### src/hps_pkg.sv
// shared types and constants for the hash partition scatter block
package hps_pkg;

  localparam int KEY_W     = 64;
  localparam int KEY_IDX_W = 6;
  localparam int PAY_W     = 64;
  localparam int CNT_REG_W = 11;
  localparam int CAP_REG_W = 21;
  localparam int PART_W    = 10;
  localparam int SLOT_W    = 20;
  localparam int ADDR_W    = 30;
  localparam int FILL_W    = 21;
  localparam int PROD_W    = CNT_REG_W + CAP_REG_W;
  localparam int CFG_IDX_W = 1;
  localparam int CFG_DAT_W = CAP_REG_W;
  localparam int Q_DEPTH   = 2;
  localparam int Q_PTR_W   = $clog2(Q_DEPTH);
  localparam int Q_CNT_W   = $clog2(Q_DEPTH + 1);

  localparam logic [CFG_IDX_W-1:0] REG_PARTITION_COUNT    = 1'd0;
  localparam logic [CFG_IDX_W-1:0] REG_PARTITION_CAPACITY = 1'd1;

  localparam logic CMD_PARTITION = 1'b0;
  localparam logic CMD_CLEAR     = 1'b1;

  // effective configuration after clamping
  typedef struct packed {
    logic [CNT_REG_W-1:0] count;
    logic [CAP_REG_W-1:0] capacity;
  } hps_cfg_t;

  // classified item between front and back
  typedef struct packed {
    logic                 cmd;
    logic [CNT_REG_W-1:0] part;
    logic [KEY_W-1:0]     key;
    logic [PAY_W-1:0]     payload;
  } q_item_t;

endpackage

### src/hps_if.sv
// tuple and result channel interfaces
interface hps_in_if import hps_pkg::*; ();
  logic             valid;
  logic             ready;
  logic             cmd;
  logic [KEY_W-1:0] key;
  logic [PAY_W-1:0] payload;

  modport source (output valid, output cmd, output key, output payload, input ready);
  modport sink (input valid, input cmd, input key, input payload, output ready);
endinterface


### src/hps_front.sv
// front end: accepts tuples and computes key mod partition count bit-serially
module hps_front import hps_pkg::*; (
  input  logic       clk,
  input  logic       rst,
  input  hps_cfg_t   cfg,
  hps_in_if.sink     tuple_in,
  output logic       push_valid,
  input  logic       push_ready,
  output q_item_t    push_item
);

  typedef enum logic [1:0] {F_IDLE, F_DIV, F_PUSH} f_state_t;

  f_state_t             state;
  q_item_t              item;
  logic [KEY_IDX_W-1:0] bit_idx;
  logic [CNT_REG_W:0]   trial;
  logic [CNT_REG_W-1:0] rem_next;

  // one restoring step: shift in the next key bit, subtract the divisor if it fits
  always_comb begin
    trial = {item.part, item.key[bit_idx]};
    if (trial >= {1'b0, cfg.count}) begin
      rem_next = CNT_REG_W'(trial - {1'b0, cfg.count});
    end else begin
      rem_next = trial[CNT_REG_W-1:0];
    end
  end

  assign tuple_in.ready = (state == F_IDLE);
  assign push_valid     = (state == F_PUSH);
  assign push_item      = item;

  always_ff @(posedge clk) begin
    if (rst) begin
      state   <= F_IDLE;
      bit_idx <= '0;
    end else begin
      case (state)
        F_IDLE: begin
          if (tuple_in.valid) begin
            item.cmd     <= tuple_in.cmd;
            item.key     <= tuple_in.key;
            item.payload <= tuple_in.payload;
            item.part    <= '0;
            bit_idx      <= KEY_IDX_W'(KEY_W - 1);
            state        <= (tuple_in.cmd == CMD_CLEAR) ? F_PUSH : F_DIV;
          end
        end
        F_DIV: begin
          item.part <= rem_next;
          bit_idx   <= bit_idx - 1'b1;
          if (bit_idx == '0) begin
            state <= F_PUSH;
          end
        end
        F_PUSH: begin
          if (push_ready) begin
            state <= F_IDLE;
          end
        end
        default: state <= F_IDLE;
      endcase
    end
  end

endmodule

### src/flat_wrapper.sv
// flat-port wrapper written by rule: the top's interface ports become plain ports
module hps_front_flat import hps_pkg::*;
  (clk, rst, cfg, push_valid, push_ready, push_item, tuple_in_valid, tuple_in_cmd, tuple_in_key, tuple_in_payload, tuple_in_ready);
  hps_in_if tuple_in_i ();
  input  logic clk;
  input  logic rst;
  input  hps_cfg_t cfg;
  output logic push_valid;
  input  logic push_ready;
  output q_item_t push_item;
  input wire logic [$bits(tuple_in_i.valid)-1:0] tuple_in_valid;
  input wire logic [$bits(tuple_in_i.cmd)-1:0] tuple_in_cmd;
  input wire logic [$bits(tuple_in_i.key)-1:0] tuple_in_key;
  input wire logic [$bits(tuple_in_i.payload)-1:0] tuple_in_payload;
  output wire logic [$bits(tuple_in_i.ready)-1:0] tuple_in_ready;
  assign tuple_in_i.valid = tuple_in_valid;
  assign tuple_in_i.cmd = tuple_in_cmd;
  assign tuple_in_i.key = tuple_in_key;
  assign tuple_in_i.payload = tuple_in_payload;
  assign tuple_in_ready = tuple_in_i.ready;
  hps_front u_core (.clk(clk), .rst(rst), .cfg(cfg), .tuple_in(tuple_in_i), .push_valid(push_valid), .push_ready(push_ready), .push_item(push_item));
endmodule
### config.mk
export PLATFORM = sky130hd
export DESIGN_NAME = hps_front_flat
export DESIGN_NICKNAME = d
export VERILOG_FILES = /design/src/hps_pkg.sv /design/src/hps_if.sv /design/src/hps_front.sv /design/src/flat_wrapper.sv
export SDC_FILE = /design/constraint.sdc
export NUM_CORES = 1
export LEC_CHECK = 0
export ABC_CLOCK_PERIOD_IN_PS = 9060
export BUFFER_PORTS_ARGS = -buffer_cell sky130_fd_sc_hd__buf_2
export CAP_MARGIN = 20
export CELL_PAD_IN_SITES_DETAIL_PLACEMENT = 0
export CELL_PAD_IN_SITES_GLOBAL_PLACEMENT = 1
export CORE_UTILIZATION = 36
export CTS_CLUSTER_DIAMETER = 200
export DETAILED_ROUTE_END_ITERATION = 10
export PLACE_DENSITY = 0.84
export SETUP_SLACK_MARGIN = 0.5
export SLEW_MARGIN = 20
export SYNTH_ARGS = -nofsm -noshare
export SYNTH_HDL_FRONTEND = slang
export SYNTH_SLANG_ARGS = --single-unit
### constraint.sdc
create_clock -name clk -period 9.06 [get_ports clk]
set_input_delay 0.906 -clock clk [delete_from_list [all_inputs] [get_ports clk]]
set_output_delay 0.906 -clock clk [all_outputs]
set_load 0.01 [all_outputs]
After elaboration in Yosys (flattened, before gate mapping)

Cells that the tools add are included.

Register bits after elaboration: 148
Bits of input ports: 165
Output and inout bits: 142
Word-level logic and storage cells: 35

Add/sub/neg operators: 2
$lt $le $gt $ge: 2
Eq/ne operators: 5
Multiplexer cells: 12
Bitwise gates (word level): 1
Reductions and logical operators: 7

Operator list:

| kind                                                                         | count |
|---|---|
| 139-bit 2-to-1 mux                                                           | 1 |
| 11-bit case mux with 2 select lines                                          | 1 |
| 12-bit by 11-bit greater-or-equal comparator with 1-bit output               | 1 |
| 6-bit case mux with 2 select lines                                           | 1 |
| 11-bit 2-to-1 mux                                                            | 1 |
| 11-bit subtractor                                                            | 1 |
| 3-bit AND reduction                                                          | 3 |
| 2-bit 2-to-1 mux                                                             | 4 |
| 6-bit by 7-bit less-than comparator with 1-bit output, second input constant | 1 |
| 1-bit binary-select mux with 6-bit select                                    | 1 |
| 6-bit logical NOT                                                            | 1 |
| 6-bit 2-to-1 mux                                                             | 1 |
| 2-bit case mux with 3 select lines                                           | 1 |
| 6-bit by 1-bit subtractor with 6-bit output, second input constant           | 1 |
| 2-bit by 1-bit inequality test with 1-bit output, second input constant      | 2 |
| 2-bit by 1-bit == test with 1-bit output, second input constant              | 1 |
| 2-bit == test, second input constant                                         | 1 |
| 2-bit logical NOT                                                            | 1 |
| 2-bit inequality test, second input constant                                 | 1 |
| 2-bit AND reduction                                                          | 1 |
| 2-bit nonzero test                                                           | 1 |
| 1-bit 2-to-1 mux                                                             | 1 |
| 1-bit NOT                                                                    | 1 |

Longest topological paths before layout

Depth in word-level cells: 5
Depth in mapped cells: 16
Gate-level depth less buffers: 13

Least setup slack after synthesis

Ideal clock, no wire load.

Path kind: input-to-reg
From: input rst
To: register u_core.item (netlist bit u_core.push_item[0]), enable pin
Setup time: 0.618 ns
Data arrival time: 6.488 ns
Data required time: 8.442 ns
Setup slack: 1.953 ns
Stages on the path: 2
Path buffers: 1
Cell sequence: clkbuf_1 > nor2_1

Longest elaborated chain between the ends: 2

Ends and longest elaborated chain:

| what                          | line              | RTL |
|---|---|---|
| start, declared               | flat_wrapper.sv:6 | `input logic rst;` |
| 1-bit NOT (no line)           | n/a               |  |
| 3-bit AND reduction (no line) | n/a               |  |
| end, declared                 | hps_front.sv:15   | `q_item_t item;` |

No other way between the ends.
A chain may end at the register's enable or synchronous reset.

Worst setup path in the final report

From: register u_core.bit_idx[0]
To: register u_core.item (netlist bit u_core.push_item[128]) (data pin)

Longest elaborated chain between the ends: 5
Elaborated cells between the ends (all ways): 6
Classes of those cells: 1 x add/sub; 1 x order compare; 4 x mux

Ends and longest elaborated chain:

| what                                                                                                       | line                             | RTL |
|---|---|---|
| start, declared                                                                                            | hps_front.sv:16                  | `logic [KEY_IDX_W-1:0] bit_idx;` |
| start signal, assigned                                                                                     | hps_front.sv:46                  | `bit_idx <= KEY_IDX_W'(KEY_W - 1);` |
| start signal, assigned                                                                                     | hps_front.sv:52                  | `bit_idx <= bit_idx - 1'b1;` |
| 1-bit binary-select mux with 6-bit select (*)                                                              | hps_front.sv:22                  | `trial = {item.part, item.key[bit_idx]};` |
| 1-bit 2-to-1 mux (implied by the code) (*)                                                                 | hps_front.sv:22                  |  |
| 11-bit subtractor / 12-bit by 11-bit greater-or-equal comparator with 1-bit output (equally long branches) | hps_front.sv:24, hps_front.sv:23 |  |
| 11-bit 2-to-1 mux (*)                                                                                      | hps_front.sv:23                  | `if (trial >= {1'b0, cfg.count}) begin` |
| 11-bit case mux with 2 select lines (*)                                                                    | hps_front.sv:39                  | `case (state)` |

Every way passes the cells marked *; elsewhere a longest branch is shown, timed or not. The select of a mux whose other input is x is not followed.

==> flow_metrics.tcl <==
set metrics [dict create \
    status "complete, no violations" \
    power_density_mw_per_mm2 214.4 \
    rsz0062_at_grt "no" \
    synth-async-reset-ratio_pct 0 \
    worstPathArrival_ns 4.58 \
    drive_above_1_share_pct 50.52 \
    synth_area_per_cell_um2 16.95 \
    grt_pass1_vias 4598 \
    p_leak_nw 3.441 \
    crit_buf_inv 0 \
    finalMaxSlewViolations 0 \
    drt_iter0_drc 227 \
    synth_edf_count 140 \
    cts_tree "done" \
    die_area_mm2 0.01752 \
    synth_seq_cells 148 \
    m1WireLength_mm 6.020 \
    core-area_mm2 0.01658 \
    power_frac_comb_pct 13.3 \
    fin_crit_sh_pct 47.83 \
    drv_cap 0 \
    cts_hold_repair.buffers 0 \
    clk_path_buf_depth 2 \
    drtPass1Iterations 4 \
    synthMuxAreaShare_pct 7.667 \
    yosysMostFrequentCell "edfxtp_1" \
    route.met2.wl_mm 9.099 \
    htree_levels 4 \
    post-dp-hpwl_mm 13.15 \
    fin_nets 833 \
    hold_viol_final 0 \
    fillers 1479 \
    fin_cells 891 \
    slowest_delay_ns 0.99 \
    synthXorXnorAreaFrac_pct 0.2862 \
    syn_inst 361 \
    grt_usage_pct 19.94 \
    netlist.area_leader.share_pct 68.70 \
    p_switching_uw 438.5 \
    multiInputGateArea_mm2 0.001540 \
    end_kind "register" \
    synth_warnings 0 \
    cp_max_fo 18 \
    yosysTopAreaCell "edfxtp_1" \
    overflow 0 \
    cts_buffers 17 \
    fmax_mhz 230.8 \
    rows 47 \
    netlist_area_mm2 0.006120 \
    synth_top_family_by_area "multiplexers" \
    path_class "register to register" \
    viasPerCell 4.898 \
    top_layer "met4" \
    area_delta_synth_final_pct 35.92 \
    yosys-top-cells-area "edfxtp_1 (69%), mux4_1 (4.3%), ha_1 (2.7%), dfxtp_1 (2.6%), mux4_2 (2.2%)" \
    fin_crit_ns 4.334 \
    synth-simple-area-share_pct 6.481 \
    clkPwrFrac_pct 40.2 \
    p_int_mw 1.345 \
    drtAntennaViolNets 0 \
    slowest_stage "dfxtp_1" \
    clock_sinks 148 \
    clk_pin_slew_worst_paths_ns 0.06 \
    finalClockSkew_ns 0.01049 \
    crit_path_start_kind "register" \
    syn-num-nets 540 \
    io_pins 307 \
    synth.distinct_cells 57 \
    path_cells "mux4_2 > nor2b_4 > a2111oi_2 > o41a_2 > ha_1 > fa_1 > nor2b_1 > o21a_1 > o21ba_2 > o21ai_2 > a21boi_0 > a311oi_2" \
    die_w_um 132.4 \
    place_congestion 0.8289 \
    antenna_found_initial 4 \
    setup_viol 0 \
    cts_resized 0 \
    cp.required_ns 9.31 \
    synth-main-ff-cell "edfxtp_1" \
    ff_latch_area_mm2 0.004364 \
    wl_met3_mm 1.728 \
    num_vias 4364 \
    ys_top_cells_by_count "edfxtp_1 (140), a21oi_1 (19), inv_1 (18)" \
    finish.utilization_pct 50.16 \
    finalPower_mw 1.784 \
    post_cts_buffers 0 \
    grt_max_degree 77 \
    peakVddDrop_mv 0.1514 \
    switching_share_pct 24.58 \
    synth_compound_area_share_pct 7.626 \
    cp_top_family "compound AO/OA/AOI/OAI gates" \
    drc 0 \
    grt_pass1_wl_mm 25.63 \
    timing.max_slew.rel_slack_pct 32.01 \
    routed_wl_mm 17.32 \
    synth_fa_ha_area_share_pct 2.985 \
    die_y_um 132.4 \
    sequentialPowerShare_pct 46.5 \
    ys_seq_area_share_pct 71.31 \
    clkLatencyLatePin_ns 0.42 \
    start_util_pct 36.90 \
    dp.cells 855 \
    numPortBuffers 285 \
    hp-class "register to register" \
    routedWlPerCell_um 19.44 \
    tns_ns 0 \
    clock-root-buffer "clkbuf_16" \
    tightest_slew_ns 1.019 \
]
-- placed cells by master (no fill, tap or decap), types with 4 or more instances in the layout --
cell	count
buf_2	285
edfxtp_1	140
a21oi_1	19
inv_1	18
clkbuf_16	17
nor2_1	15
o21ai_0	15
ha_1	13
mux4_1	10
nor3_1	10
nand2_1	10
nand3_1	10
dfxtp_1	8
mux4_2	6
mux2i_1	6
inv_6	5
diode_2	4
nor4_1	4
nor2b_1	4
a211oi_1	4
buf_4	4
-- flip-flops by register name, summed over array words and instances (netlist names) --
| register | cells |
|---|---|
| u_core.state | 2 |
| u_core.push_item | 140 |
| u_core.bit_idx | 6 |
-- per-stage QoR --
| step | setup WS (ns) | cell area [um^2] | hold WS, ns |
|---|---|---|---|
| 2_1_floorplan | 1.953 | 6120 | 0.4572 |
| 3_3_place_gp | 4.676 | 7704 | 0.4773 |
| 3_5_place_dp | 4.656 | 7704 | 0.4865 |
| 4_1_cts | 4.646 | 8308 | 0.4978 |
| 5_1_grt | 4.375 | 8315 | 0.5405 |
| 6_report | 4.726 | 8318 | 0.5017 |
-- final cells by class --
type,instances,area share (%)
Tap cell,220,3.309
Multi-Input combinational cell,180,18.52
Sequential cell,148,52.47
Antenna cell,4,0.1203
Inverter,18,0.8123
Clock inverter,12,2.016
Timing Repair Buffer,289,17.51
Clock buffer,20,5.250
-- cell families (layout without fill, tap and decap cells) --
kind of cell	count (synthesis)	after routing
buf+inv	33	339
flops	148	148
fa+ha+maj	14	14
simple gates	74	74
compound gates	67	67
other cells	0	4
mux	23	23
xor+xnor	2	2
-- power by group through the flow --
stage | Clock (mW) | Sequential, mW | Combinational (mW)
after floorplan | 0 | 0.852 | 0.142
after global placement | 0 | 0.842 | 0.232
final | 0.717 | 0.830 | 0.237
after detailed placement | 0 | 0.844 | 0.238
after CTS | 0.728 | 0.830 | 0.239
after global routing | 0.756 | 0.835 | 0.259
-- path summary, 6_finish.rpt --
kind / from / end / slack (ns) / depth (start not counted)
worst max-delay path: u_core.bit_idx[0] / u_core.push_item[128] / 4.73 / 12
worst min-delay path: u_core.bit_idx[5] / u_core.bit_idx[5] / 0.50 / 1
worst max register to register: u_core.bit_idx[0] / u_core.push_item[128] / 4.73 / 12
worst min register to register: u_core.bit_idx[5] / u_core.bit_idx[5] / 0.50 / 1
-- metal layers --
layer | GRT usage, % | up-vias
li1 | - | 2032
met3 | 9.842 | 34
met1 | 19.34 | 2109
met2 | 35.50 | 189
met5 | 0 | -
met4 | 8.812 | 0
Note: power is estimated with default switching activity, not from simulation.
