[src/hps_pkg.sv]
// shared types and constants for the hash partition scatter block
package hps_pkg;

  localparam int KEY_W     = 64;
  localparam int KEY_IDX_W = 6;
  localparam int PAY_W     = 64;
  localparam int CNT_REG_W = 11;
  localparam int CAP_REG_W = 21;
  localparam int PART_W    = 10;
  localparam int SLOT_W    = 20;
  localparam int ADDR_W    = 30;
  localparam int FILL_W    = 21;
  localparam int PROD_W    = CNT_REG_W + CAP_REG_W;
  localparam int CFG_IDX_W = 1;
  localparam int CFG_DAT_W = CAP_REG_W;
  localparam int Q_DEPTH   = 2;
  localparam int Q_PTR_W   = $clog2(Q_DEPTH);
  localparam int Q_CNT_W   = $clog2(Q_DEPTH + 1);

  localparam logic [CFG_IDX_W-1:0] REG_PARTITION_COUNT    = 1'd0;
  localparam logic [CFG_IDX_W-1:0] REG_PARTITION_CAPACITY = 1'd1;

  localparam logic CMD_PARTITION = 1'b0;
  localparam logic CMD_CLEAR     = 1'b1;

  // effective configuration after clamping
  typedef struct packed {
    logic [CNT_REG_W-1:0] count;
    logic [CAP_REG_W-1:0] capacity;
  } hps_cfg_t;

  // classified item between front and back
  typedef struct packed {
    logic                 cmd;
    logic [CNT_REG_W-1:0] part;
    logic [KEY_W-1:0]     key;
    logic [PAY_W-1:0]     payload;
  } q_item_t;

endpackage

[src/hps_queue.sv]
// small fifo of classified items between front and back
module hps_queue import hps_pkg::*; (
  input  logic    clk,
  input  logic    rst,
  input  logic    push_valid,
  output logic    push_ready,
  input  q_item_t push_item,
  output logic    pop_valid,
  input  logic    pop_ready,
  output q_item_t pop_item
);

  q_item_t              entries [Q_DEPTH];
  logic [Q_PTR_W-1:0]   wr_ptr;
  logic [Q_PTR_W-1:0]   rd_ptr;
  logic [Q_CNT_W-1:0]   fill;
  logic                 do_push;
  logic                 do_pop;

  assign push_ready = (fill != Q_CNT_W'(Q_DEPTH));
  assign pop_valid  = (fill != '0);
  assign pop_item   = entries[rd_ptr];
  assign do_push    = push_valid && push_ready;
  assign do_pop     = pop_valid && pop_ready;

  always_ff @(posedge clk) begin
    if (do_push) begin
      entries[wr_ptr] <= push_item;
    end
  end

  always_ff @(posedge clk) begin
    if (rst) begin
      wr_ptr <= '0;
      rd_ptr <= '0;
      fill   <= '0;
    end else begin
      if (do_push) begin
        wr_ptr <= (wr_ptr == Q_PTR_W'(Q_DEPTH - 1)) ? '0 : wr_ptr + 1'b1;
      end
      if (do_pop) begin
        rd_ptr <= (rd_ptr == Q_PTR_W'(Q_DEPTH - 1)) ? '0 : rd_ptr + 1'b1;
      end
      if (do_push && !do_pop) begin
        fill <= fill + 1'b1;
      end else if (do_pop && !do_push) begin
        fill <= fill - 1'b1;
      end
    end
  end

endmodule

[config.mk]
export PLATFORM = sky130hd
export DESIGN_NAME = hps_queue
export DESIGN_NICKNAME = d
export VERILOG_FILES = /design/src/hps_pkg.sv /design/src/hps_queue.sv
export SDC_FILE = /design/constraint.sdc
export NUM_CORES = 1
export LEC_CHECK = 0
export ABC_AREA = 1
export ABC_CLOCK_PERIOD_IN_PS = 9000
export BUFFER_PORTS_ARGS = -buffer_cell sky130_fd_sc_hd__buf_2
export CORE_MARGIN = 4
export CORE_UTILIZATION = 54
export CTS_BUF_LIST = sky130_fd_sc_hd__clkbuf_2 sky130_fd_sc_hd__clkbuf_4 sky130_fd_sc_hd__clkbuf_8
export DETAILED_ROUTE_END_ITERATION = 7
export PLACE_DENSITY = 0.82
export RECOVER_POWER = 25
export SETUP_SLACK_MARGIN = 0.1
export SLEW_MARGIN = 40
export SYNTH_ARGS = -nofsm -noshare
export SYNTH_HDL_FRONTEND = slang
export SYNTH_SLANG_ARGS = --single-unit
[constraint.sdc]
create_clock -name clk -period 9 [get_ports clk]
set_clock_uncertainty 0.2 [all_clocks]
set_input_delay 0.9 -clock clk [delete_from_list [all_inputs] [get_ports clk]]
set_output_delay 0.9 -clock clk [all_outputs]
set_load 0.02 [all_outputs]
# Word level (Yosys, flattened, before mapping)
# Memory sizes are Yosys's and may differ from the RTL's. A register that Yosys moved wholly into a read port is not among the register bits.
# Cells that the tools add are included.
dict set report word_totals {
  ff_bits 4
  mem_bits_rw 280
  inputBits 144
  mem_count 1
}
# memory words word_bits rd rd_clocked_by_memory_dff wr line
set mem_list {}
lappend mem_list {entries 2 140 1 1 1 hps_queue.sv:13} ;# q_item_t entries [Q_DEPTH];
dict set report op_classes {
  n_addsub 4
  eq_ne 1
  muxes 8
  reduce_logical 8
}
# operator count
set ops {}
lappend ops {{$mux W1} 6}
lappend ops {{$logic_and A1 B1 Y1} 4}
lappend ops {{$mux W2} 2}
lappend ops {{$reduce_bool A2 Y1} 2}
lappend ops {{$add A1 B1 Y1 const B} 2}
lappend ops {{$add A2 B1 Y2 const B} 1}
lappend ops {{$logic_not A1 Y1} 2}
lappend ops {{$ne A2 B2 Y1 const B} 1}
lappend ops {{$sub A2 B1 Y2 const B} 1}

# Depth between registers and ports, before layout
# Gate-level depths: netlist (run 1).
dict set report depth {
  word_depth 6
  mapped_depth 11
  depth_no_buf 11
}

# Worst setup path before layout (run 1)
# Ideal clock, no wire load.
dict set report synth_path {
  path_type {input -> register}
  from {in push_valid}
  to {mem entries[0][0] in the netlist's numbering, enable pin}
  setup_time_ps 641
  arrival_time_ps 6812
  setup_slack_ps 1347
  stages 2
  n_path_buf 0
  cell_sequence {nand2_1 -> nor2_1}
}
dict set report synth_between {
  elab_chain_cells 3
}
# element line
set synth_rtl {}
lappend synth_rtl {{start: declaration} hps_queue.sv:5} ;# input logic push_valid,
lappend synth_rtl {{$logic_and A1 B1 Y1} hps_queue.sv:23} ;# assign do_push = push_valid && push_ready;
lappend synth_rtl {{$mux W1} hps_queue.sv:27} ;# if (do_push) begin
lappend synth_rtl {{$mux W1 (not written as such)} hps_queue.sv:28} ;# entries[wr_ptr] <= push_item;
lappend synth_rtl {{end: declaration} hps_queue.sv:13}
# Every way passes these cells.

==> results by group, run 1 <==
Run status
  • Outcome: complete, no violations

Pwr
  • Switching Share: 0.290
  • NetSw: 1.11 mW
  • Combinational Power Share: 0.265
  • Clk pwr share: 0.279
  • Flop pwr share: 0.456
  • PwrDens: 287 mW/mm^2
  • Int Pwr: 2.72 mW
  • Leak pwr: 5.14 nW
  • Maximum VDD drop: 0.165 mV

Worst setup path
  • Startpoint Class: flip-flop
  • WP data arrival: 2490 ps
  • Crit path capture type: output port
  • Worst setup path class: reg2out
  • Top fanout value on the critical path: 35
  • Worst Path Required: 7900 ps

Timing
  • # setup viols final: 0
  • Slew @ Worst Pin: 797 ps
  • Slew Viols, Final: 0
  • Max transition margin: 0.469
  • Hold Slack: 313 ps
  • Fmax: 278 MHz
  • RSZ-0062 raised after global routing: no
  • Tcrit/Tclk final: 0.399
  • Final worst slack: 5410 ps
  • Setup TNS Final: 0 ps
  • Period minus WS final: 3590 ps
  • Final Hold Fails: 0

Route
  • Via count: 5,575
  • Vias per cell: 5.09
  • DRC errors left: 0
  • DRT Pass-1 Iters: 4
  • DRT iter0 DRCs: 181
  • Routed wire length: 21,400 um
  • WL/cell: 19.6 um
  • Antenna-violating nets left: 0

Layout
  • # fillers: 1,303
  • Layout cell share with drive strength beyond 1: 0.558
  • Final Net Count: 941
  • Fin cells: 1,095
  • # diodes: 0
  • Final Cell Area: 0.0133 mm^2
  • Storage cell area: 0.00851 mm^2
  • Area Growth Syn to Fin: 23.8%
  • Area occupied by multi-input gates: 0.00208 mm^2

Global route
  • Initial antenna violation count: 3
  • Total global-route track usage: 0.186
  • Overflow after GRT: 0
  • Vias in the first global route: 5,972
  • First-pass GRT wire length: 31,700 um
  • Pin count of the biggest net entering global routing: 79

Die
  • Die ar.: 0.0222 mm^2
  • CORE AREA: 0.0195 mm^2
  • Die Y: 149 um
  • Die W: 149 um
  • Row count: 51
  • I/O pin total: 286
  • Initial Utilization: 0.551

Clocking
  • Clock transition at path regs: 60 ps
  • Post-CTS Setup Bufs: 0
  • Skew-Pair Late Insertion Delay: 510 ps
  • CTS buffer count: 45
  • Sink Count: 285
  • Maximum clock insertion buffer count: 3
  • PostCTS Resize Cnt: 0
  • CTS tree: built
  • CTS root buffer: clkbuf_8
  • Hold_buf cts: 0
  • CTS H-tree depth: 2

Placed design
  • Port bufs: 285
  • Area after DPL: 0.0125 mm^2
  • DP HPWL: 14,800 um
  • Post-Place Cells: 1,014
  • Routability cong.: 0.746
  • DP Worst Slack: 5920 ps

Synth
  • Syn Nets: 618
  • Synth cell types: 15
  • Mapped Cells: 473
  • Mapped Avg Cell Area: 22.7 um^2
  • Synth warn: 0
  • #FFs+latches synth: 285
  • Synth Cell Area: 0.0108 mm^2
  • Sequential area share after synthesis: 0.791

Worst hold path
  • Worst Hold Class: reg2reg

Job
  • MaxCap Viol Count: 0
final timing paths:
path | start | to | slack [ps] | depth (start not counted)
setup reg to reg | fill[0] | entries[1][26] | 6610 | 5
setup / recovery | flip-flop | pop_item[36] | 5410 | 4
hold / removal | rd_ptr | rd_ptr | 310 | 2
hold reg to reg | rd_ptr | rd_ptr | 310 | 2
per-stage QoR:
step / total power [mW] / util
finish: 3.83 / 0.682
global route: 4.00 / 0.682
CTS: 3.88 / 0.684
detailed placement: 2.80 / 0.638
global placement: 2.76 / 0.636
floorplan: 2.53 / -
flip-flops by register name, summed over array words and instances (netlist names), named ones only:
signal and cells:
fill 2, rd_ptr 1, entries 280, wr_ptr 1
routing by layer:
metal  up-vias  global-route usage  part of all wire
li1       2520                   -                 -
met1      2757               0.215              0.37
met2       254               0.332              0.53
met3        38              0.0553             0.085
met4         6              0.0604             0.020
met5         -                   0            0.0013
critical path, stage by stage, from the launching register on:
cell and delay (ps):
dfxtp_4 610, buf_4 530, buf_12 280, mux2_4 320, buf_2 160
kinds of logic (layout without fill, tap and decap cells):
kind of cell,count (synthesis),after routing,share of synthesized area
adder cells (fa/ha/maj),1,1,0.00116
buffers and inverters,24,381,0.0176
AND/OR/NAND/NOR,19,19,0.00710
AO/OA/AOI/OAI,4,4,0.00186
multiplexers,140,140,0.181
flip-flops,285,285,0.791
cells in the final DEF (no fill, tap or decap), drive strengths merged:
cell / instances
clkbuf: 100
a21oi: 2
nand2: 9
edfxtp: 280
bufinv: 2
nor2: 7
inv: 8
nand4: 1
dfxtp: 5
o21ai: 2
clkinvlp: 1
buf: 252
mux2: 140
clkinv: 18
ha: 1
nand3: 2
area by class of cell:
class                      instances  share of cell area
timing repair buffer             292               0.109
multi-input combinational        164               0.156
tap                              265              0.0249
sequential                       285               0.639
inverter                           8             0.00226
clock buffer                      60              0.0578
clock inverter                    21              0.0106
synth_stat cells, drive strengths merged:
| library cell | number | area (um^2) |
|---|---|---|
| mux2 | 140 | 1950 |
| nand3 | 2 | 10.0 |
| inv | 8 | 30.0 |
| dfxtp | 5 | 100 |
| buf | 16 | 159 |
| nand4 | 1 | 6.26 |
| edfxtp | 280 | 8410 |
| a21oi | 2 | 10.0 |
| o21ai | 2 | 10.0 |
| ha | 1 | 12.5 |
| nor2 | 7 | 26.3 |
| nand2 | 9 | 33.8 |
power by group through the flow:
stage | registers (mW) | clock network (mW) | logic [mW]
floorplan | 1.78 | 0 | 0.751
global placement | 1.76 | 0 | 0.999
detailed placement | 1.77 | 0 | 1.03
CTS | 1.75 | 1.10 | 1.03
global route | 1.76 | 1.17 | 1.07
finish | 1.74 | 1.07 | 1.01
Power figures use the tool's default switching activity.
==> run 2, diff against run 1 <==
--- a/config.mk
+++ b/config.mk
@@ -6,7 +6,7 @@
 export NUM_CORES = 1
 export LEC_CHECK = 0
 export ABC_AREA = 1
-export ABC_CLOCK_PERIOD_IN_PS = 9000
+export ABC_CLOCK_PERIOD_IN_PS = 3770
 export BUFFER_PORTS_ARGS = -buffer_cell sky130_fd_sc_hd__buf_2
 export CORE_MARGIN = 4
 export CORE_UTILIZATION = 54
==> constraint.sdc (replaced) <==
create_clock -name clk -period 3.77 [get_ports clk]
set_clock_uncertainty 0.2 [all_clocks]
set_input_delay 0.377 -clock clk [delete_from_list [all_inputs] [get_ports clk]]
set_output_delay 0.377 -clock clk [all_outputs]
set_load 0.02 [all_outputs]
==> results by group, run 2 (synthesized netlist as in run 1, its figures left out) <==
Worst setup path
  • WP data arrival: 2340 ps (-150 ps)
  • R2R depth: 5 (unchanged)
  • Worst setup path class: reg2out
  • Top fanout value on the critical path: 45 (+29%)
  • Worst Path Required: 3190 ps (-4710 ps)
  • Startpoint Class: flip-flop
  • Crit path capture type: output port

Pwr
  • Int Pwr: 6.43 mW (+140%)
  • Switching Share: 0.300 (+0.0106)
  • NetSw: 2.76 mW (+150%)
  • Maximum VDD drop: 0.400 mV (+140%)
  • Flop pwr share: 0.457 (about the same)
  • Clk pwr share: 0.264 (-0.015)
  • Leak pwr: 5.62 nW (+9.3%)
  • PwrDens: 628 mW/mm^2 (+120%)
  • Tot Pwr: 9.19 mW (+140%)
  • Combinational Power Share: 0.279 (+0.014)

Die
  • I/O pin total: 286 (unchanged)
  • CORE AREA: 0.0195 mm^2 (unchanged)
  • Row count: 51 (unchanged)
  • Initial Utilization: 0.551 (unchanged)
  • Die W: 149 um (unchanged)
  • Die ar.: 0.0222 mm^2 (unchanged)
  • Die Y: 149 um (unchanged)

Timing
  • Final worst slack: 854 ps (-4550 ps)
  • Hold Slack: 223 ps (-89.3 ps)
  • RSZ-0062 raised after global routing: no
  • Max transition margin: 0.488 (+0.0190)
  • Final Hold Fails: 0 (unchanged)
  • Fmax: 343 MHz
  • Period minus WS final: 2920 ps
  • # setup viols final: 0 (unchanged)
  • Tcrit/Tclk final: 0.773
  • Slew Viols, Final: 0 (unchanged)
  • Slew @ Worst Pin: 768 ps (-28.5 ps)

Placed design
  • Routability cong.: 0.763 (+2.2%)
  • DP HPWL: 14,300 um (-3.5%)
  • Area after DPL: 0.0125 mm^2 (about the same)
  • Port bufs: 285 (unchanged)
  • DP Worst Slack: 1350 ps (-4570 ps)

Clocking
  • Sink Count: 285 (unchanged)
  • CTS buffer count: 44 (-2.2%)
  • Skew-Pair Late Insertion Delay: 510 ps (about the same)
  • CTS tree: built
  • Clock transition at path regs: 60 ps (about the same)
  • Maximum clock insertion buffer count: 3 (unchanged)
  • PostCTS Resize Cnt: 0 (unchanged)
  • CTS H-tree depth: 2 (unchanged)
  • CTS root buffer: clkbuf_8

Global route
  • GR Util met1: 0.258 (+0.0425)
  • Overflow after GRT: 0 (unchanged)
  • Pin count of the biggest net entering global routing: 80 (+1.3%)
  • Total global-route track usage: 0.225 (+0.0390)
  • Vias in the first global route: 7,080 (+19%)
  • Initial antenna violation count: 0 (-3)
  • Met3 Use GR: 0.0535 (-0.00182)
  • Gr busiest metal: met2
  • First-pass GRT wire length: 38,400 um (+21%)
  • M2 GR Usage: 0.408 (+0.0760)

Layout
  • Final Cell Area: 0.0146 mm^2 (+9.9%)
  • Final core occ: 0.750 (+0.0678)
  • Area Growth Syn to Fin: 36.1%
  • # fillers: 1,145 (-12%)
  • Final Net Count: 1,082 (+15%)
  • Most common cell after layout, fill and taps aside: edfxtp_1
  • Largest Register: entries
  • Top flop regs: entries x280, fill x2
  • Most frequent cells in the layout: edfxtp_1 (280), buf_2 (215), dlygate4sd3_1 (142)
  • Layout cell share with drive strength beyond 1: 0.444 (-0.114)
  • Max reg flops: 280 (unchanged)

Route
  • WL/cell: 20.4 um (+4.3%)
  • Via count: 6,227 (+12%)
  • DRC errors left: 0 (unchanged)
  • Vias per cell: 5.03 (-1.1%)
  • DRT Pass-1 Iters: 4 (unchanged)
  • DRT iter0 DRCs: 288 (+59%)
  • Routed wire length: 25,200 um (+18%)
  • Antenna-violating nets left: 0 (unchanged)

Worst hold path
  • Hold path depth: 4 (+2)
  • Worst Hold Class: in2reg

Job
  • MaxCap Viol Count: 0 (unchanged)

Run status
  • Outcome: complete, no violations
[run 2: per-stage QoR]
step | instances | TNS [ps]
finish | 1237 | 0
global route | 1235 | 0
CTS | 1235 | 0
detailed placement | 1014 | 0
global placement | 1014 | 0
floorplan | 473 | -346880
[run 2: path summary, 6_finish.rpt]
kind / from / end / slack (ps)
worst max-delay path: flip-flop / pop_item[3] / 850
worst min-delay path: push_valid / wr_ptr / 220
worst min register to register: rd_ptr / flip-flop / 340
worst max register to register: fill[0] / entries[0][52] / 1690
[run 2: what timing repair did]
item,CTS,global route
setup buffers,0,0
hold buffers,142,0
hold endpoints to repair,285,0
[run 2: per-layer routing]
layer	share of wire	up-vias
li1	-	2799
met1	0.37	3053
met2	0.53	312
met3	0.076	63
met4	0.029	0
met5	0	-
[run 2: layout make-up]
type / instances / area (um^2) / area share
timing repair buffer: 434 / 2850 / 0.195
inverter: 8 / 30.0 / 0.00205
antenna: 2 / 5.00 / 0.000342
tap: 265 / 332 / 0.0226
sequential: 285 / 8510 / 0.581
clock inverter: 21 / 116 / 0.00795
clock buffer: 58 / 717 / 0.0490
multi-input combinational: 164 / 2080 / 0.142
[run 2: power groups by stage]
stage / clock (mW) / sequential (mW) / combinational (mW)
final: 2.43 / 4.20 / 2.56
after global routing: 2.65 / 4.24 / 2.71
after CTS: 2.46 / 4.20 / 2.56
after global placement: 0 / 4.23 / 2.36
after detailed placement: 0 / 4.26 / 2.42
after floorplan: 0 / 4.20 / 1.80
[run 2: worst max-delay path, cell delays in order, from the launching register on]
cell and delay (ps):
dfxtp_4 850, buf_4 420, mux2_2 380, buf_2 160
==> run 3, diff against run 2 <==
--- a/config.mk
+++ b/config.mk
@@ -5,14 +5,14 @@
 export SDC_FILE = /design/constraint.sdc
 export NUM_CORES = 1
 export LEC_CHECK = 0
-export ABC_AREA = 1
-export ABC_CLOCK_PERIOD_IN_PS = 3770
+export ABC_AREA = 0
+export ABC_CLOCK_PERIOD_IN_PS = 2500
 export BUFFER_PORTS_ARGS = -buffer_cell sky130_fd_sc_hd__buf_2
 export CORE_MARGIN = 4
-export CORE_UTILIZATION = 54
+export CORE_UTILIZATION = 49
 export CTS_BUF_LIST = sky130_fd_sc_hd__clkbuf_2 sky130_fd_sc_hd__clkbuf_4 sky130_fd_sc_hd__clkbuf_8
 export DETAILED_ROUTE_END_ITERATION = 7
-export PLACE_DENSITY = 0.82
+export PLACE_DENSITY = 0.78
 export RECOVER_POWER = 25
 export SETUP_SLACK_MARGIN = 0.1
 export SLEW_MARGIN = 40
==> constraint.sdc (replaced) <==
create_clock -name clk -period 2.5 [get_ports clk]
set_clock_uncertainty 0.2 [all_clocks]
set_input_delay 0.25 -clock clk [delete_from_list [all_inputs] [get_ports clk]]
set_output_delay 0.25 -clock clk [all_outputs]
set_load 0.02 [all_outputs]
==> results by group, run 3 <==
Placed design
  • Port bufs: 285 (unchanged)
  • Routability cong.: 0.770 (+0.97%)
  • Post-Place Cells: 1,026 (+1.2%)
  • DP HPWL: 14,900 um (+4.2%)

Synth
  • Syn Nets: 605 (-2.1%)
  • Top post-synthesis cells by area: edfxtp_1 (78%), mux2_4 (14%), mux2_2 (4.2%), buf_6 (1.2%), dfxtp_1 (0.93%)
  • Synth warn: 0 (unchanged)
  • Top cells by count, synth: edfxtp_1 (280), mux2_4 (100), mux2_2 (40)
  • Post-synth EDFFs: 280 (unchanged)
  • Async SR Flop Fraction: 0 (unchanged)
  • Top-count cell post-synth: edfxtp_1
  • Top-area cell type share of the netlist area: 0.783 (+0.00118)
  • Synth Cell Area: 0.0107 mm^2 (-0.15%)
  • Mapped Cells: 460 (-2.7%)
  • Synth cell types: 20 (+5)
  • Sequential area share after synthesis: 0.792 (+0.00120)
  • Synth Flop Type: edfxtp_1
  • Mapped Avg Cell Area: 23.4 um^2 (+2.7%)
  • #FFs+latches synth: 285 (unchanged)
  • Post-synth top area cell: edfxtp_1

Timing
  • Max transition margin: 0.687 (+0.199)
  • Slew Viols, Final: 0 (unchanged)
  • # setup viols final: 0 (unchanged)
  • Slew @ Worst Pin: 469 ps (-300 ps)
  • Final Hold Fails: 0 (unchanged)
  • Tcrit/Tclk final: 0.900
  • Fmax: 444 MHz
  • Period minus WS final: 2250 ps
  • RSZ-0062 raised after global routing: no

Pwr
  • Switching Share: 0.301 (+0.000742)
  • Clk pwr share: 0.256 (-0.008)
  • NetSw: 4.32 mW (+56%)
  • Flop pwr share: 0.429 (-0.028)
  • Int Pwr: 10.0 mW (+56%)
  • Leak pwr: 5.71 nW (+1.5%)
  • Combinational Power Share: 0.315 (+0.036)
  • Maximum VDD drop: 0.604 mV (+51%)
  • PwrDens: 961 mW/mm^2 (+53%)

Layout
  • Max reg flops: 280 (unchanged)
  • Final Net Count: 1,090 (+0.74%)
  • Fin cells: 1,258 (+1.7%)
  • Layout cell share with drive strength beyond 1: 0.461 (+0.0169)
  • Area Growth Syn to Fin: 39.0%
  • Final core occ: 0.701 (-0.0485)
  • Largest Register: entries
  • Top flop regs: entries x280, fill x2
  • Most frequent cells in the layout: edfxtp_1 (280), buf_2 (210), dlygate4sd3_1 (144)
  • Most common cell after layout, fill and taps aside: edfxtp_1

Worst setup path
  • Flop2flop setup slack: 530 ps (-1160 ps)
  • Worst Path Required: 2050 ps (-1140 ps)
  • Reg-to-reg endpoint: entries[0][109]
  • Critical path capture point: pop_item[136]
  • Crit path capture type: output port
  • Worst reg2reg path startpoint: fill[1]
  • Startpoint Class: flip-flop
  • Worst setup path class: reg2out
  • Top fanout value on the critical path: 18 (-60%)
  • WP data arrival: 1800 ps (-540 ps)
  • R2R depth: 4 (-1)

Route
  • Via count: 6,069 (-2.5%)
  • DRC errors left: 0 (unchanged)
  • Met2 WL post-DR: 13,000 um (-1.9%)
  • WL/cell: 19.1 um (-6.3%)
  • DRT Pass-1 Iters: 4 (unchanged)
  • Vias per cell: 4.82 (-4.2%)
  • Routed wire length: 24,000 um (-4.7%)
  • DRT iter0 DRCs: 252 (-13%)
  • Metal3 WL: 1670 um (-13%)
  • M1 wire length: 8800 um (-5.2%)
  • Top Layer Used: met4
  • Antenna-violating nets left: 0 (unchanged)

Die
  • CORE AREA: 0.0213 mm^2 (+9.0%)
  • Die ar.: 0.0244 mm^2 (+9.5%)
  • Die Y: 156 um (+4.6%)
  • Die W: 156 um (+4.6%)
  • Initial Utilization: 0.505 (-0.0463)
  • I/O pin total: 286 (unchanged)
  • Row count: 53 (+3.9%)

Clocking
  • PostCTS Resize Cnt: 0 (unchanged)
  • Skew-Pair Late Insertion Delay: 520 ps (about the same)
  • CTS buffer count: 44 (unchanged)
  • Maximum clock insertion buffer count: 3 (unchanged)
  • CTS H-tree depth: 2 (unchanged)
  • CTS root buffer: clkbuf_8
  • Clock transition at path regs: 70 ps (about the same)
  • Sink Count: 285 (unchanged)
  • CTS tree: built

Job
  • MaxCap Viol Count: 0 (unchanged)

Global route
  • Pin count of the biggest net entering global routing: 39 (-51%)
  • Total global-route track usage: 0.192 (-0.0323)
  • Vias in the first global route: 6,775 (-4.3%)
  • Initial antenna violation count: 1 (+1)
  • Overflow after GRT: 0 (unchanged)
  • First-pass GRT wire length: 36,300 um (-5.4%)

Run status
  • Outcome: complete, no violations

Worst hold path
  • Worst Hold Class: in2reg
[run 3: cell count changes in the layout (fill, tap and decap cells not counted), sizes merged, moves of 4 or more]
cell	change
nor2	-4
buf	+14
nand2	-9
clkinv	-4
inv	-8
clkbuf	+10
[run 3: cell type report]
cell class                      count  area (um^2)
Antenna cell                        3         7.51
Inverter                            1         7.51
Sequential cell                   285         8510
Fill cell                        1319         6360
Tap cell                          275          344
Multi-Input combinational cell    158         2080
Clock inverter                     18         82.6
Clock buffer                       63          767
Timing Repair Buffer              455         3120
[run 3: cells by family after synthesis]
| kind of cell | share of synthesized area |
|---|---|
| buffers and inverters | 0.0151 |
| adders and majority gates | 0.00116 |
| xor gates and xnor gates | 0.00245 |
| and+or+nand+nor | 0.00466 |
| DFF | 0.792 |
| AOI/OAI and AO/OA | 0.00280 |
| muxes | 0.182 |
[run 3: per-layer routing]
metal	vias to the layer above	global-route usage
met5	-	0
met4	0	0.0625
met3	47	0.0510
met2	237	0.355
met1	2969	0.217
li1	2816	-
[run 3: what timing repair did]
| action | in CTS | in global routing |
|---|---|---|
| setup endpoints to repair | 113 | 36 |
| hold buffers | 144 | 0 |
| hold endpoints to repair | 285 | 0 |
| pin swaps | 0 | 0 |
| buffers inserted | 1 | 3 |
[run 3: worst min path at each step]
stage                            to  cells past startpoint  slack, ps           start
floorplan                   fill[0]                      1        110             rst
global placement     entries[0][54]                      1        240   push_item[54]
detailed placement   entries[0][46]                      1        240   push_item[46]
CTS                 entries[1][129]                      2        200  push_item[129]
global route         entries[0][89]                      2        210   push_item[89]
finish              entries[1][135]                      2        240  push_item[135]
[run 3: critical path, stage by stage (launching register included)]
cell and delay, ps:
dfxtp_4 410, buf_12 150, buf_12 180, mux2_2 350
buf_2 160
[run 3: power groups by stage]
stage | registers, mW | logic, mW | clock network, mW
after floorplan | 6.22 | 3.00 | 0
after global placement | 6.27 | 4.10 | 0
after detailed placement | 6.31 | 4.20 | 0
after CTS | 6.19 | 4.44 | 3.72
after global routing | 6.20 | 4.77 | 4.00
final | 6.15 | 4.52 | 3.68
[run 3: per-stage QoR]
stage	instance area, um^2	worst slack [ps]	hold slack, ps	TNS, ps	power (mW)
finish	14900	250	237	0	14.3
detailed placement	12700	518	241	0	10.5
CTS	15000	114	202	0	14.4
floorplan	10800	-830	115	-176080	9.22
global route	14900	167	205	0	15.0
global placement	12700	577	237	0	10.4
